$ cat src/rtl/sldf_pkg.sv
// ----------------------------------------------------------------------------
// sldf_pkg: shared types and constants of the sync/length frame deframer
// Sequencer and parse phase codes, the register map and the result beat.
// ----------------------------------------------------------------------------
package sldf_pkg;

	// Register map: register i at byte address 4*i
	localparam int CFG_ADDR_W = 3;
	localparam int CFG_DATA_W = 32;
	localparam logic [0:0] REG_SYNC_WORD   = 1'b0;
	localparam logic [0:0] REG_MAX_PAYLOAD = 1'b1;

	localparam logic [15:0] SYNC_WORD_RST   = 16'h0000;
	localparam logic [6:0]  MAX_PAYLOAD_RST = 7'd64;
	localparam logic [15:0] LOSS_SAT        = 16'hFFFF;

	typedef enum logic [1:0] {
		PH_HEADER = 2'd0,
		PH_LENGTH = 2'd1,
		PH_CHECK  = 2'd2
	} phase_t;

	typedef enum logic [2:0] {
		ST_WAIT,
		ST_DISPATCH,
		ST_ADDR_LO,
		ST_ADDR_HI,
		ST_EVAL,
		ST_PUT
	} seq_state_t;

	typedef struct packed {
		logic [15:0] sync_word;
		logic [6:0]  max_payload_bytes;
	} cfg_t;

	typedef struct packed {
		logic [15:0] word_offset;
		logic [15:0] payload_word;
		logic        word_present;
		logic [15:0] lost_bytes;
		logic        loss_known;
		logic        frame_last;
	} result_t;

endpackage

$ cat src/rtl/sync_length_frame_deframer_top.sv
// ----------------------------------------------------------------------------
// sync_length_frame_deframer_top: sync word / length frame deframer
// Buffers a byte stream in a ring RAM, hunts for the sync word, checks the
// trailing sync word and streams out the payload words of accepted frames.
// ----------------------------------------------------------------------------
//
//  channel   | handshake            | beat content
//  ----------+----------------------+-----------------------------------------
//  input     | in_valid / in_ready  | stream_byte
//  output    | out_valid / out_ready| word_offset, payload_word, word_present,
//            |                      | lost_bytes, loss_known, frame_last
//  config    | APB psel/penable     | sync_word @0x0, max_payload_bytes @0x4
//
//  Steps: a byte beat that does not complete a parse step is accepted, then
//  dispatched. Each parse step reads two ring bytes through the single
//  registered read port of the ring RAM (address low, address high, evaluate):
//  a slid byte in the hunt and a sync check are a step each, a length header
//  reads two byte pairs, and each payload word is a step followed by an emit.
//  Reset: arst_n clears the sequencer, pointers, counters and output valid;
//  the ring RAM is not cleared, the parser only reads bytes it has written.
//  Stalls: the output register holds a beat until taken; the sequencer waits
//  in its emit step while the register is full, and accepts the next byte
//  while the last beat of a frame is still waiting.
//
module sync_length_frame_deframer_top import sldf_pkg::*; #(
	parameter int RING_BYTES      = 128,
	parameter int MAX_FRAME_WORDS = 32
) (
	input  logic                  clk,
	input  logic                  arst_n,
	// APB configuration
	input  logic                  psel,
	input  logic                  penable,
	input  logic                  pwrite,
	input  logic [CFG_ADDR_W-1:0] paddr,
	input  logic [CFG_DATA_W-1:0] pwdata,
	output logic [CFG_DATA_W-1:0] prdata,
	output logic                  pready,
	// byte stream in
	input  logic                  in_valid,
	output logic                  in_ready,
	input  logic [7:0]            stream_byte,
	// result beats out
	output logic                  out_valid,
	input  logic                  out_ready,
	output logic [15:0]           word_offset,
	output logic [15:0]           payload_word,
	output logic                  word_present,
	output logic [15:0]           lost_bytes,
	output logic                  loss_known,
	output logic                  frame_last
);

	localparam int PTR_W = $clog2(RING_BYTES);

	cfg_t             cfg;
	result_t          result;
	logic             ram_we;
	logic [PTR_W-1:0] ram_waddr, ram_raddr;
	logic [7:0]       ram_wdata, ram_rdata;

	// Register file: the user must write it only while the deframer is idle; the block does not enforce this
	sldf_cfg u_cfg (
		.clk     (clk),
		.arst_n  (arst_n),
		.psel    (psel),
		.penable (penable),
		.pwrite  (pwrite),
		.paddr   (paddr),
		.pwdata  (pwdata),
		.prdata  (prdata),
		.pready  (pready),
		.cfg     (cfg)
	);

	// Byte ring: writes land at accept, reads follow in later parse cycles,
	// so the sequencer itself keeps a write and a read of one entry apart
	sldf_ram #(
		.WIDTH (8),
		.DEPTH (RING_BYTES)
	) u_ring (
		.clk   (clk),
		.we    (ram_we),
		.waddr (ram_waddr),
		.wdata (ram_wdata),
		.raddr (ram_raddr),
		.rdata (ram_rdata)
	);

	// Parse sequencer and output register
	sldf_parser #(
		.RING_BYTES      (RING_BYTES),
		.MAX_FRAME_WORDS (MAX_FRAME_WORDS)
	) u_parser (
		.clk         (clk),
		.arst_n      (arst_n),
		.cfg         (cfg),
		.in_valid    (in_valid),
		.in_ready    (in_ready),
		.stream_byte (stream_byte),
		.out_valid   (out_valid),
		.out_ready   (out_ready),
		.result      (result),
		.ram_we      (ram_we),
		.ram_waddr   (ram_waddr),
		.ram_wdata   (ram_wdata),
		.ram_raddr   (ram_raddr),
		.ram_rdata   (ram_rdata)
	);

	// Unpack the result beat onto its field ports
	assign word_offset  = result.word_offset;
	assign payload_word = result.payload_word;
	assign word_present = result.word_present;
	assign lost_bytes   = result.lost_bytes;
	assign loss_known   = result.loss_known;
	assign frame_last   = result.frame_last;

endmodule

$ cat src/rtl/sldf_ram.sv
// ----------------------------------------------------------------------------
// sldf_ram: generic simple dual-port RAM
// One write port, one read port, read data registered.
// ----------------------------------------------------------------------------
module sldf_ram #(
	parameter int WIDTH = 8,
	parameter int DEPTH = 128
) (
	input  logic                     clk,
	input  logic                     we,
	input  logic [$clog2(DEPTH)-1:0] waddr,
	input  logic [WIDTH-1:0]         wdata,
	input  logic [$clog2(DEPTH)-1:0] raddr,
	output logic [WIDTH-1:0]         rdata
);

	logic [WIDTH-1:0] mem [DEPTH];

	always_ff @(posedge clk) begin
		if (we) begin
			mem[waddr] <= wdata;
		end
		rdata <= mem[raddr];
	end

endmodule

$ cat src/rtl/sldf_cfg.sv
// ----------------------------------------------------------------------------
// sldf_cfg: APB register file
// Holds the sync word and the payload size limit.
// ----------------------------------------------------------------------------
module sldf_cfg import sldf_pkg::*; (
	input  logic                  clk,
	input  logic                  arst_n,
	input  logic                  psel,
	input  logic                  penable,
	input  logic                  pwrite,
	input  logic [CFG_ADDR_W-1:0] paddr,
	input  logic [CFG_DATA_W-1:0] pwdata,
	output logic [CFG_DATA_W-1:0] prdata,
	output logic                  pready,
	output cfg_t                  cfg
);

	logic [0:0] reg_idx;
	logic       wr_en;
	cfg_t       cfg_q;

	assign reg_idx = paddr[2];
	assign pready  = 1'b1;
	assign wr_en   = psel && penable && pwrite && pready;
	assign cfg     = cfg_q;

	always_ff @(posedge clk or negedge arst_n) begin
		if (!arst_n) begin
			cfg_q.sync_word         <= SYNC_WORD_RST;
			cfg_q.max_payload_bytes <= MAX_PAYLOAD_RST;
		end else if (wr_en) begin
			case (reg_idx)
				REG_SYNC_WORD:   cfg_q.sync_word         <= pwdata[15:0];
				REG_MAX_PAYLOAD: cfg_q.max_payload_bytes <= pwdata[6:0];
				default: ;
			endcase
		end
	end

	always_comb begin
		case (reg_idx)
			REG_SYNC_WORD:   prdata = {16'b0, cfg_q.sync_word};
			REG_MAX_PAYLOAD: prdata = {25'b0, cfg_q.max_payload_bytes};
			default:         prdata = '0;
		endcase
	end

endmodule

$ cat src/rtl/sldf_parser.sv
// ----------------------------------------------------------------------------
// sldf_parser: ring write, parse sequencer and output register
// Reads the byte ring two bytes per step and walks the frame phases.
// ----------------------------------------------------------------------------
module sldf_parser import sldf_pkg::*; #(
	parameter int RING_BYTES      = 128,
	parameter int MAX_FRAME_WORDS = 32
) (
	input  logic                          clk,
	input  logic                          arst_n,
	input  cfg_t                          cfg,
	input  logic                          in_valid,
	output logic                          in_ready,
	input  logic [7:0]                    stream_byte,
	output logic                          out_valid,
	input  logic                          out_ready,
	output result_t                       result,
	output logic                          ram_we,
	output logic [$clog2(RING_BYTES)-1:0] ram_waddr,
	output logic [7:0]                    ram_wdata,
	output logic [$clog2(RING_BYTES)-1:0] ram_raddr,
	input  logic [7:0]                    ram_rdata
);

	localparam int PTR_W = $clog2(RING_BYTES);
	localparam int CNT_W = $clog2(RING_BYTES + 1);
	localparam logic [CNT_W:0] RING_C  = (CNT_W+1)'(RING_BYTES);
	localparam logic [16:0]    MAXW_C  = 17'(MAX_FRAME_WORDS);
	localparam logic [17:0]    LIMIT_C = 18'(RING_BYTES - 4);

	function automatic logic [PTR_W-1:0] ring_add(input logic [PTR_W-1:0] p,
		input logic [CNT_W-1:0] n);
		logic [CNT_W:0] sum;
		sum = (CNT_W+1)'(p) + (CNT_W+1)'(n);
		if (sum >= RING_C) begin
			sum = sum - RING_C;
		end
		return PTR_W'(sum);
	endfunction

	seq_state_t       state_q, state_d;
	phase_t           phase_q;
	logic [PTR_W-1:0] rp_q, fsp_q;
	logic [CNT_W-1:0] avail_q, off_q, held_len_q;
	logic [15:0]      held_offset_q, loss_q;
	logic             first_q, sub_q, out_valid_q;
	logic [7:0]       lo_q;
	logic [15:0]      put_word_q;
	logic             put_last_q;
	result_t          out_q;

	logic [15:0] word;
	logic [16:0] nbytes;
	logic        sync_hit, len_reject, enough, load, ring_full, len_zero, off_last;

	assign word      = {ram_rdata, lo_q};
	assign sync_hit  = (word == cfg.sync_word);
	assign nbytes    = {word, 1'b0};
	assign len_reject = (nbytes > 17'(cfg.max_payload_bytes)) || ({1'b0, word} > MAXW_C) ||
		((18'(nbytes) + 18'd2) > LIMIT_C);
	assign ring_full = ((CNT_W+1)'(avail_q) >= RING_C);
	assign len_zero  = (held_len_q == '0);
	assign off_last  = ((CNT_W+1)'(off_q) + (CNT_W+1)'(2) == (CNT_W+1)'(held_len_q));

	always_comb begin
		case (phase_q)
			PH_LENGTH: enough = (avail_q >= CNT_W'(4));
			PH_CHECK:  enough = ((CNT_W+1)'(avail_q) >= (CNT_W+1)'(held_len_q) + (CNT_W+1)'(2));
			default:   enough = (avail_q >= CNT_W'(2));
		endcase
	end

	// Next state
	always_comb begin
		state_d = state_q;
		case (state_q)
			ST_WAIT:     if (in_valid) state_d = ST_DISPATCH;
			ST_DISPATCH: state_d = enough ? ST_ADDR_LO : ST_WAIT;
			ST_ADDR_LO:  state_d = ST_ADDR_HI;
			ST_ADDR_HI:  state_d = ST_EVAL;
			ST_EVAL: begin
				case (phase_q)
					PH_LENGTH: state_d = sub_q ? ST_DISPATCH : ST_ADDR_LO;
					PH_CHECK: begin
						if (sub_q)         state_d = ST_PUT;
						else if (!sync_hit) state_d = ST_DISPATCH;
						else if (len_zero)  state_d = ST_PUT;
						else                state_d = ST_ADDR_LO;
					end
					default: state_d = ST_DISPATCH;
				endcase
			end
			ST_PUT: begin
				if (load) state_d = put_last_q ? ST_DISPATCH : ST_ADDR_LO;
			end
			default: state_d = ST_WAIT;
		endcase
	end

	// Outputs
	always_comb begin
		in_ready  = (state_q == ST_WAIT);
		load      = (state_q == ST_PUT) && (!out_valid_q || out_ready);
		ram_we    = in_valid && in_ready && !ring_full;
		ram_waddr = ring_add(rp_q, avail_q);
		ram_wdata = stream_byte;
		case (state_q)
			ST_ADDR_HI: ram_raddr = ring_add(rp_q, off_q + CNT_W'(1));
			default:    ram_raddr = ring_add(rp_q, off_q);
		endcase
	end

	assign out_valid = out_valid_q;
	assign result    = out_q;

	always_ff @(posedge clk or negedge arst_n) begin
		if (!arst_n) begin
			state_q       <= ST_WAIT;
			phase_q       <= PH_HEADER;
			rp_q          <= '0;
			fsp_q         <= '0;
			avail_q       <= '0;
			off_q         <= '0;
			held_len_q    <= '0;
			held_offset_q <= '0;
			loss_q        <= '0;
			first_q       <= 1'b0;
			sub_q         <= 1'b0;
			out_valid_q   <= 1'b0;
		end else begin
			state_q <= state_d;
			if (load) begin
				out_valid_q <= 1'b1;
			end else if (out_ready) begin
				out_valid_q <= 1'b0;
			end
			if (ram_we) begin
				avail_q <= avail_q + CNT_W'(1);
			end
			case (state_q)
				ST_DISPATCH: begin
					sub_q <= 1'b0;
					off_q <= (phase_q == PH_CHECK) ? held_len_q : '0;
				end
				ST_EVAL: begin
					case (phase_q)
						PH_LENGTH: begin
							if (!sub_q) begin
								held_offset_q <= word;
								off_q         <= CNT_W'(2);
								sub_q         <= 1'b1;
							end else if (len_reject) begin
								// rewind to just past the earlier sync word
								rp_q    <= ring_add(fsp_q, CNT_W'(2));
								phase_q <= PH_HEADER;
							end else begin
								rp_q       <= ring_add(rp_q, CNT_W'(4));
								avail_q    <= avail_q - CNT_W'(4);
								held_len_q <= CNT_W'(nbytes);
								phase_q    <= PH_CHECK;
							end
						end
						PH_CHECK: begin
							if (!sub_q) begin
								if (!sync_hit) begin
									rp_q    <= ring_add(fsp_q, CNT_W'(2));
									avail_q <= avail_q + CNT_W'(4);
									phase_q <= PH_HEADER;
									if (loss_q != LOSS_SAT) loss_q <= loss_q + 16'd1;
								end else if (!len_zero) begin
									off_q <= '0;
									sub_q <= 1'b1;
								end
							end
						end
						default: begin
							if (sync_hit) begin
								fsp_q   <= rp_q;
								rp_q    <= ring_add(rp_q, CNT_W'(2));
								avail_q <= avail_q - CNT_W'(2);
								phase_q <= PH_LENGTH;
							end else begin
								rp_q    <= ring_add(rp_q, CNT_W'(1));
								avail_q <= avail_q - CNT_W'(1);
								phase_q <= PH_HEADER;
								if (loss_q != LOSS_SAT) loss_q <= loss_q + 16'd1;
							end
						end
					endcase
				end
				ST_PUT: begin
					if (load) begin
						if (put_last_q) begin
							// frame done: the trailing sync word opens the next frame
							loss_q  <= '0;
							first_q <= 1'b1;
							fsp_q   <= ring_add(rp_q, held_len_q);
							rp_q    <= ring_add(rp_q, held_len_q + CNT_W'(2));
							avail_q <= avail_q - held_len_q - CNT_W'(2);
							phase_q <= PH_LENGTH;
						end else begin
							off_q <= off_q + CNT_W'(2);
						end
					end
				end
				default: ;
			endcase
		end
	end

	always_ff @(posedge clk) begin
		if (state_q == ST_ADDR_HI) begin
			lo_q <= ram_rdata;
		end
		if (state_q == ST_EVAL && phase_q == PH_CHECK) begin
			if (sub_q) begin
				put_word_q <= word;
				put_last_q <= off_last;
			end else begin
				put_word_q <= '0;
				put_last_q <= 1'b1;
			end
		end
		if (load) begin
			out_q.word_offset  <= held_offset_q;
			out_q.payload_word <= put_word_q;
			out_q.word_present <= !len_zero;
			out_q.lost_bytes   <= first_q ? loss_q : '0;
			out_q.loss_known   <= first_q;
			out_q.frame_last   <= put_last_q;
		end
	end

	a_avail_bound: assert property (@(posedge clk) disable iff (!arst_n)
		(CNT_W+1)'(avail_q) <= RING_C)
		else $error("ring fill count beyond ring size");

	a_len_even: assert property (@(posedge clk) disable iff (!arst_n)
		(phase_q == PH_CHECK) |-> (held_len_q[0] == 1'b0 &&
		(18'(held_len_q) + 18'd2) <= LIMIT_C))
		else $error("held payload length malformed");

	a_frame_close: assert property (@(posedge clk) disable iff (!arst_n)
		(load && put_last_q) |=> (phase_q == PH_LENGTH && loss_q == '0 && first_q))
		else $error("frame end did not reopen length phase");

	a_no_read_in_wait: assert property (@(posedge clk) disable iff (!arst_n)
		(state_q == ST_EVAL) |-> $past(state_q == ST_ADDR_HI))
		else $error("evaluate without a completed byte pair read");

endmodule
$ cat config.mk
export PLATFORM = sky130hd
export DESIGN_NAME = sync_length_frame_deframer_top
export DESIGN_NICKNAME = d
export VERILOG_FILES = /design/src/rtl/sldf_pkg.sv /design/src/rtl/sync_length_frame_deframer_top.sv /design/src/rtl/sldf_ram.sv /design/src/rtl/sldf_cfg.sv /design/src/rtl/sldf_parser.sv
export SDC_FILE = /design/constraint.sdc
export NUM_CORES = 1
export LEC_CHECK = 0
export ABC_AREA = 1
export BUFFER_PORTS_ARGS = -buffer_cell sky130_fd_sc_hd__buf_2
export CORE_ASPECT_RATIO = 0.5
export CORE_UTILIZATION = 45
export DETAILED_ROUTE_END_ITERATION = 7
export PLACE_DENSITY = 0.61
export SLEW_MARGIN = 10
export SYNTH_ARGS = -nofsm -noshare
export SYNTH_HDL_FRONTEND = slang
export SYNTH_HIERARCHICAL = 1
export SYNTH_SLANG_ARGS = --single-unit
$ cat constraint.sdc
create_clock -name clk -period 7.51 [get_ports clk]
set_clock_uncertainty 0.1 [all_clocks]
set_input_delay 0 -clock clk [delete_from_list [all_inputs] [get_ports clk]]
set_output_delay 0 -clock clk [all_outputs]
set_load 0.01 [all_outputs]
---- After elaboration in Yosys (flattened, before gate mapping) ----
Memories as Yosys holds them, arrays and structs flattened. A register that Yosys moved wholly into a read port is not among the register bits.
Index checks and enable logic that the tools add are counted.
word-level totals
  output and inout port bits .............. 86
  bits in latches ......................... 0
  memories ................................ 1
  input port bits ......................... 50
  logic and storage cells ................. 209
  register bits after elaboration ......... 176
  RAM bits ................................ 1024
  bits in read-only memories .............. 0
memory list
  memory      words  width  rd ports  clocked after Yosys merged registers in  write ports  line            RTL
  u_ring.mem  128    8      1         1                                        1            sldf_ram.sv:17  logic [WIDTH-1:0] mem [DEPTH];
cells by class
  div/mod/pow operators ................... 0
  shifts and indexed selects .............. 0
  reductions and logical operators ........ 30
  muxes and demuxes ....................... 80
  bitwise logic cells ..................... 3
  multiply operators ...................... 0
  $add $sub $neg .......................... 32
  equality and inequality tests ........... 24
  magnitude comparators ................... 16
operators by type and width
  kind                   number
  $mux 7                 21
  $mux 8                 15
  $mux 16                5
  $pmux 16 s2            2
  $pmux 32 s2            1
  $sub 7x1->7 const B    9
  $pmux 8 s2             3
  $add 7x8->9            5
  $ge 9x8->1 const B     5
  $pmux 7 s2             3
  $ge 8x8->1 const B     5
  $pmux 8 s3             1
  $add 17x2->18 const B  1
  $add 8x2->9 const B    2
  $gt 18x7->1 const B    1
  $mux 2                 9
  $pmux 3 s6             1
  $gt 17x7->1            1
  $add 16x1->16 const B  1
  $add 7x2->8 const B    2
  $add 8x1->8 const B    2
  $add 8x2->8 const B    2
  $eq 16x16->1           1
  $gt 16x6->1 const B    1
  41 further kinds       86

---- Longest topological paths before layout ----
  depth in word-level cells ............... 8
  depth in mapped cells ................... 19
  depth with buffers taken out ............ 18

---- Modules after synthesis ----
Netlist, hierarchy kept.
by module, submodules not included
  module       cells each  area an instance (um^2)  seq. area each (um^2)  times used
  sldf_ram     3575        42104.1                  30909.6                1
  sldf_parser  1269        10077.2                  4184.0                 1
  sldf_cfg     164         1263.7                   576.8                  1

---- Least setup slack after synthesis ----
No wires, ideal clock.
  path kind ............................... register to register
  start point ............................. register u_parser.state_q[1]
  end point ............................... register u_parser.avail_q[4]
  setup time .............................. 0.068 ns
  path buffers ............................ 0
  slack ................................... 3.582 ns
  clock period less this slack ............ 3.928 ns
  required time ........................... 7.342 ns
  arrival ................................. 3.759 ns
  cell stages (with the launch flop) ...... 10
  cells stage by stage .................... dfrtp_1 > nor2_4 > inv_4 > nor2_4 > inv_2 > nor2_1 > o21ai_0 > a21oi_1 > a21oi_1 > nand3_1
between the ends
  elaborated cells on any way between the ends .. 15
  classes of those cells .................. eq/ne: 2; mux: 9; reduce/logical: 4
RTL lines
  element                   line                RTL
  start: declaration        sldf_parser.sv:41   seq_state_t state_q, state_d;
  start signal: assignment  sldf_parser.sv:131  state_q <= state_d;
  $eq 3x3->1                sldf_parser.sv:103  load = (state_q == ST_PUT) && (!out_valid_q || out_ready);
  $logic_and 1x1->1         sldf_parser.sv:103
  named net u_parser.load   sldf_parser.sv:54   logic sync_hit, len_reject, enough, load, ring_full, len_zero, off_last;
  $mux 8                    sldf_parser.sv:192  if (load) begin
  $pmux 8 s2                sldf_parser.sv:140  case (state_q)
  end signal: assignment    sldf_parser.sv:138  avail_q <= avail_q + CNT_W'(1);
  end signal: assignment    sldf_parser.sv:158  avail_q <= avail_q - CNT_W'(4);
  end signal: assignment    sldf_parser.sv:199  avail_q <= avail_q - held_len_q - CNT_W'(2);
  end: declaration          sldf_parser.sv:44   logic [CNT_W-1:0] avail_q, off_q, held_len_q;
The timed path passes the listed nets, and every way through them passes these cells.
A chain may end at the register's enable or synchronous reset.

---- Final worst setup path ----
  start point ............................. register u_parser.rp_q[2]
  end point ............................... register u_ring.rdata[1], read port of u_ring.mem
between the ends
  word-level cells in the longest chain between the ends .. 4
  elaborated cells on any way between the ends .. 9
  classes of those cells .................. add/sub: 4; order compare: 2; mux: 3
RTL lines
  element                                           line                                  RTL
  start: declaration                                sldf_parser.sv:43                     logic [PTR_W-1:0] rp_q, fsp_q;
  start signal: assignment                          sldf_parser.sv:154                    rp_q <= ring_add(fsp_q, CNT_W'(2));
  start signal: assignment                          sldf_parser.sv:157                    rp_q <= ring_add(rp_q, CNT_W'(4));
  start signal: assignment                          sldf_parser.sv:166                    rp_q <= ring_add(fsp_q, CNT_W'(2));
  $add 7x8->9                                       sldf_parser.sv:34                     sum = (CNT_W+1)'(p) + (CNT_W+1)'(n);
  $ge 9x8->1 / $sub 7x1->7 (equally long branches)  sldf_parser.sv:35, sldf_parser.sv:36
  $mux 7                                            sldf_parser.sv:35                     if (sum >= RING_C) begin
  $mux 7 *                                          sldf_parser.sv:107                    case (state_q)
  named net ram_raddr[3]                            sync_length_frame_deframer_top.sv:59  logic [PTR_W-1:0] ram_waddr, ram_raddr;
  end: declaration                                  sldf_ram.sv:14                        output logic [WIDTH-1:0] rdata
Mark *: on every way through the listed nets, which the timed path passes. The rest lies on a longest branch.

==> qor.yml <==
critical_path:
  startpoint_type: "flip-flop"
  cpPeakStageDelay_ps: 760
  critPathBufInv: 3
  crit_type: "flip-flop to flip-flop"
  ff2ff_path_depth: 15
  reg2reg_slack_ps: 2860
  cp_slowest_cell: "inv_2"
  cp_top_family: "buffers and inverters"
  cp-end-kind: "flip-flop"
  cpMostUsedCell: "nand2_1"
  critPathArrivalTime_ps: 5160
  crit_chain: "ha_1, nand2_1, nor2_1, a211oi_1, xor2_4, buf_12, inv_2, buf_4, nand3_1, nand2_1, nand2_1, nand3_1, nand2_1, nand2_1, nand2_1"
  crit_path_max_fanout: 65
  r2r_start: "u_parser/rp_q[2]$_DFFE_PN0P_"
  reg2reg_to: "u_ring/rdata[1]$_DFF_P_"
  cp_data_required_time_ps: 8010
cells_and_area:
  final_cell_mix: "nand2_1 (1603), edfxtp_1 (1100), nand3_1 (1014), nor2_1 (244), inv_1 (213)"
  regArea_sq_um: 35700
  nNetsFinal: 5180
  fillers: 10208
  fin_util_pct: 50.7
  final_common_cell: "nand2_1"
  final_area_sq_um: 59100
  multi_input_area_sq_um: 15300
  layout-drive-gt1-share_pct: 6.84
  syn_to_final_growth_pct: 10.6
global_route:
  grt_max_degree: 257
  grt_overflow: 0
  grt_usage_pct: 23.4
  grt_pass1_vias: 35236
  grt_pass1_wl_um: 214000
  antenna_found_initial: 1
detailed_routing:
  route.met2.wl_um: 66500
  drt-total-wl_um: 141000
  ant_nets: 0
  route.detailed.drc: 1
  drt-wirelength-per-cell_um: 20.9
  drt_iter0_drc: 3581
  met1_length_um: 59900
  drt-pass1-iter-count: 8
  highest_layer: "met4"
  dr_total_vias: 36901
  viasPerCell: 5.49
  met3_length_um: 10800
floorplan:
  io_pins: 136
  coreArea_sq_um: 116000
  fp.dieH_um: 246
  dieArea_sq_um: 120000
  rows: 88
  start_util_pct: 45.9
  die_w_um: 489
timing:
  fin_tns_setup_ps: 0
  drv_slew: 0
  post-route-period-util_pct: 62.0
  worstMarginPinSlew_ps: 1370
  setup_viol: 0
  maxSlewHeadroom_pct: 8.65
  period_needed_ps: 4650
  fmax_mhz: 215
  finalWorstSetupSlack_ps: 2860
  hold_viol: 0
  rsz0062_at_grt: "no"
status:
  violations: "DRC"
  status: "complete, but fails checks"
synthesis:
  synth.top_cell.area_share_pct: 61.8
  syn_area_sq_um: 53400
  synthTopCellsByArea: "edfxtp_1 (62%), nand2_1 (11%), nand3_1 (9.5%)"
  synthArstFlopShare_pct: 8.20
  synth_edf_count: 1100
  ys_seq_area_share_pct: 66.7
  synth_cells: 5008
  synth.distinct_cells: 53
  yosys.area.top_type: "edfxtp_1"
  yosys_warnings: 6
  ys.flop_type: "edfxtp_1"
  ys_ff_latch: 1207
  synth.avg_cell_area_sq_um: 10.7
clock_network:
  insertion_delay_ps: 730
  clk_pin_slew_ps: 70
  cts_resized: 0
  clock-sinks: 1207
  tritoncts: "yes"
  clockBufferDepth: 3
  ctsRootBufferMaster: "clkbuf_16"
  cts_buffers: 109
  h-tree-depth: 3
place:
  hpwlAfterDp_um: 81800
  portBuffers: 100
  pre_cts_ws_ps: 3020
  placed_area_sq_um: 54700
  gp_congestion: 0.903
job:
  cap_violations: 0
min_path:
  whs_path_depth: 6
  min_to: "u_parser/state_q[1]$_DFFE_PN0P_"
  min_path_type: "primary input to flip-flop"
  hold_start: "in_valid"
power:
  power.density_nw_per_um2: 408
  ir_drop_mv: 0.618
  power.leakage_nw: 22.3
[synthesized netlist by cell type, types with 27 or more instances]
library cell	instances
nor2_1	245
inv_1	215
nor3_1	27
ha_1	67
o21ai_0	76
nand3_1	1014
buf_2	131
buf_4	67
a21oi_1	50
clkbuf_1	56
nand2_1	1606
xor2_1	57
dfrtp_1	98
edfxtp_1	1100
[layer usage]
layer | global-route usage (%) | vias up
li1 | - | 17292
met1 | 32.3 | 17970
met2 | 38.1 | 1397
met3 | 4.04 | 242
met4 | 6.58 | 0
met5 | 0 | -
[flip-flops by register name, indices dropped and copies added (netlist names), 2 cells and up]
name and count:
u_ring/mem 1024, u_parser/state_q 3, u_cfg/cfg 23, u_parser/held_len_q 7, u_parser/off_q 7, u_parser/fsp_q 7
u_parser/held_offset_q 16, u_parser/rp_q 7, u_parser/phase_q 2, u_parser/result 51, u_parser/put_word_q 16, u_parser/avail_q 8
u_parser/lo_q 8, u_ring/rdata 8, u_parser/loss_q 16
[worst reg2reg max path, delay by kind of cell, from the launching register on]
kind | cells | cell delay (ps)
XOR/XNOR | 1 | 140
adder cells (fa/ha/maj) | 1 | 410
buffers and inverters | 3 | 1700
AO/OA/AOI/OAI | 1 | 580
flip-flops | 1 | 710
AND/OR/NAND/NOR | 9 | 910
[cell type report]
type / instances / share of cell area (%)
flip-flops and latches: 1207 / 60.4
multi-input cells: 3289 / 25.9
clock buffers: 133 / 4.94
well taps: 1575 / 3.33
repair buffers: 218 / 2.89
inverters: 233 / 1.55
clock inverters: 68 / 1.04
diodes: 1 / 0.00423
[repair_timing]
item,CTS,global route
setup buffers,0,0
hold endpoints to repair,617,0
hold buffers,81,0
[per-stage QoR]
step / instances / hold slack (ps) / total power (W)
2_1_floorplan: 5023 / -396 / 0.0154
3_3_place_gp: 6441 / -122 / 0.0184
3_5_place_dp: 6441 / -117 / 0.0185
4_1_cts: 6723 / 172 / 0.0241
5_1_grt: 6723 / 242 / 0.0255
6_report: 6724 / 217 / 0.0241
[power breakdown]
group | internal [W] | switching (W) | leakage [nW] | total, W
clock network | 0.00305 | 0.00250 | 1.72 | 0.00555
registers | 0.00767 | 0.000429 | 11.3 | 0.00810
logic | 0.00283 | 0.00766 | 9.34 | 0.0105
[how the worst max path moves through the flow]
stage                               startpoint                             to  slack [ps]  cells after the start
2_1_floorplan  u_parser/state_q[1]$_DFFE_PN0P_  u_parser/avail_q[4]$_DFF_PN0_        3580                      9
3_3_place_gp      u_parser/rp_q[2]$_DFFE_PN0P_        u_ring/rdata[0]$_DFF_P_        3060                     15
3_5_place_dp      u_parser/rp_q[2]$_DFFE_PN0P_        u_ring/rdata[1]$_DFF_P_        3020                     15
4_1_cts           u_parser/rp_q[2]$_DFFE_PN0P_        u_ring/rdata[1]$_DFF_P_        3010                     15
5_1_grt        u_parser/state_q[1]$_DFFE_PN0P_        u_ring/rdata[5]$_DFF_P_        2720                     18
6_report          u_parser/rp_q[2]$_DFFE_PN0P_        u_ring/rdata[1]$_DFF_P_        2860                     15
[kinds of logic (layout without fill, tap and decap cells)]
| group | count (synthesis) | count (layout) | synth area share, % |
|---|---|---|---|
| fa+ha+maj | 72 | 72 | 1.76 |
| simple gates | 2950 | 2950 | 23.6 |
| other cells | 2 | 18 | 0.0141 |
| buf+inv | 527 | 652 | 4.86 |
| compound gates | 179 | 179 | 1.89 |
| xor+xnor | 71 | 71 | 1.16 |
| flops | 1207 | 1207 | 66.7 |
No activity file was read; power rests on OpenSTA's default activity.
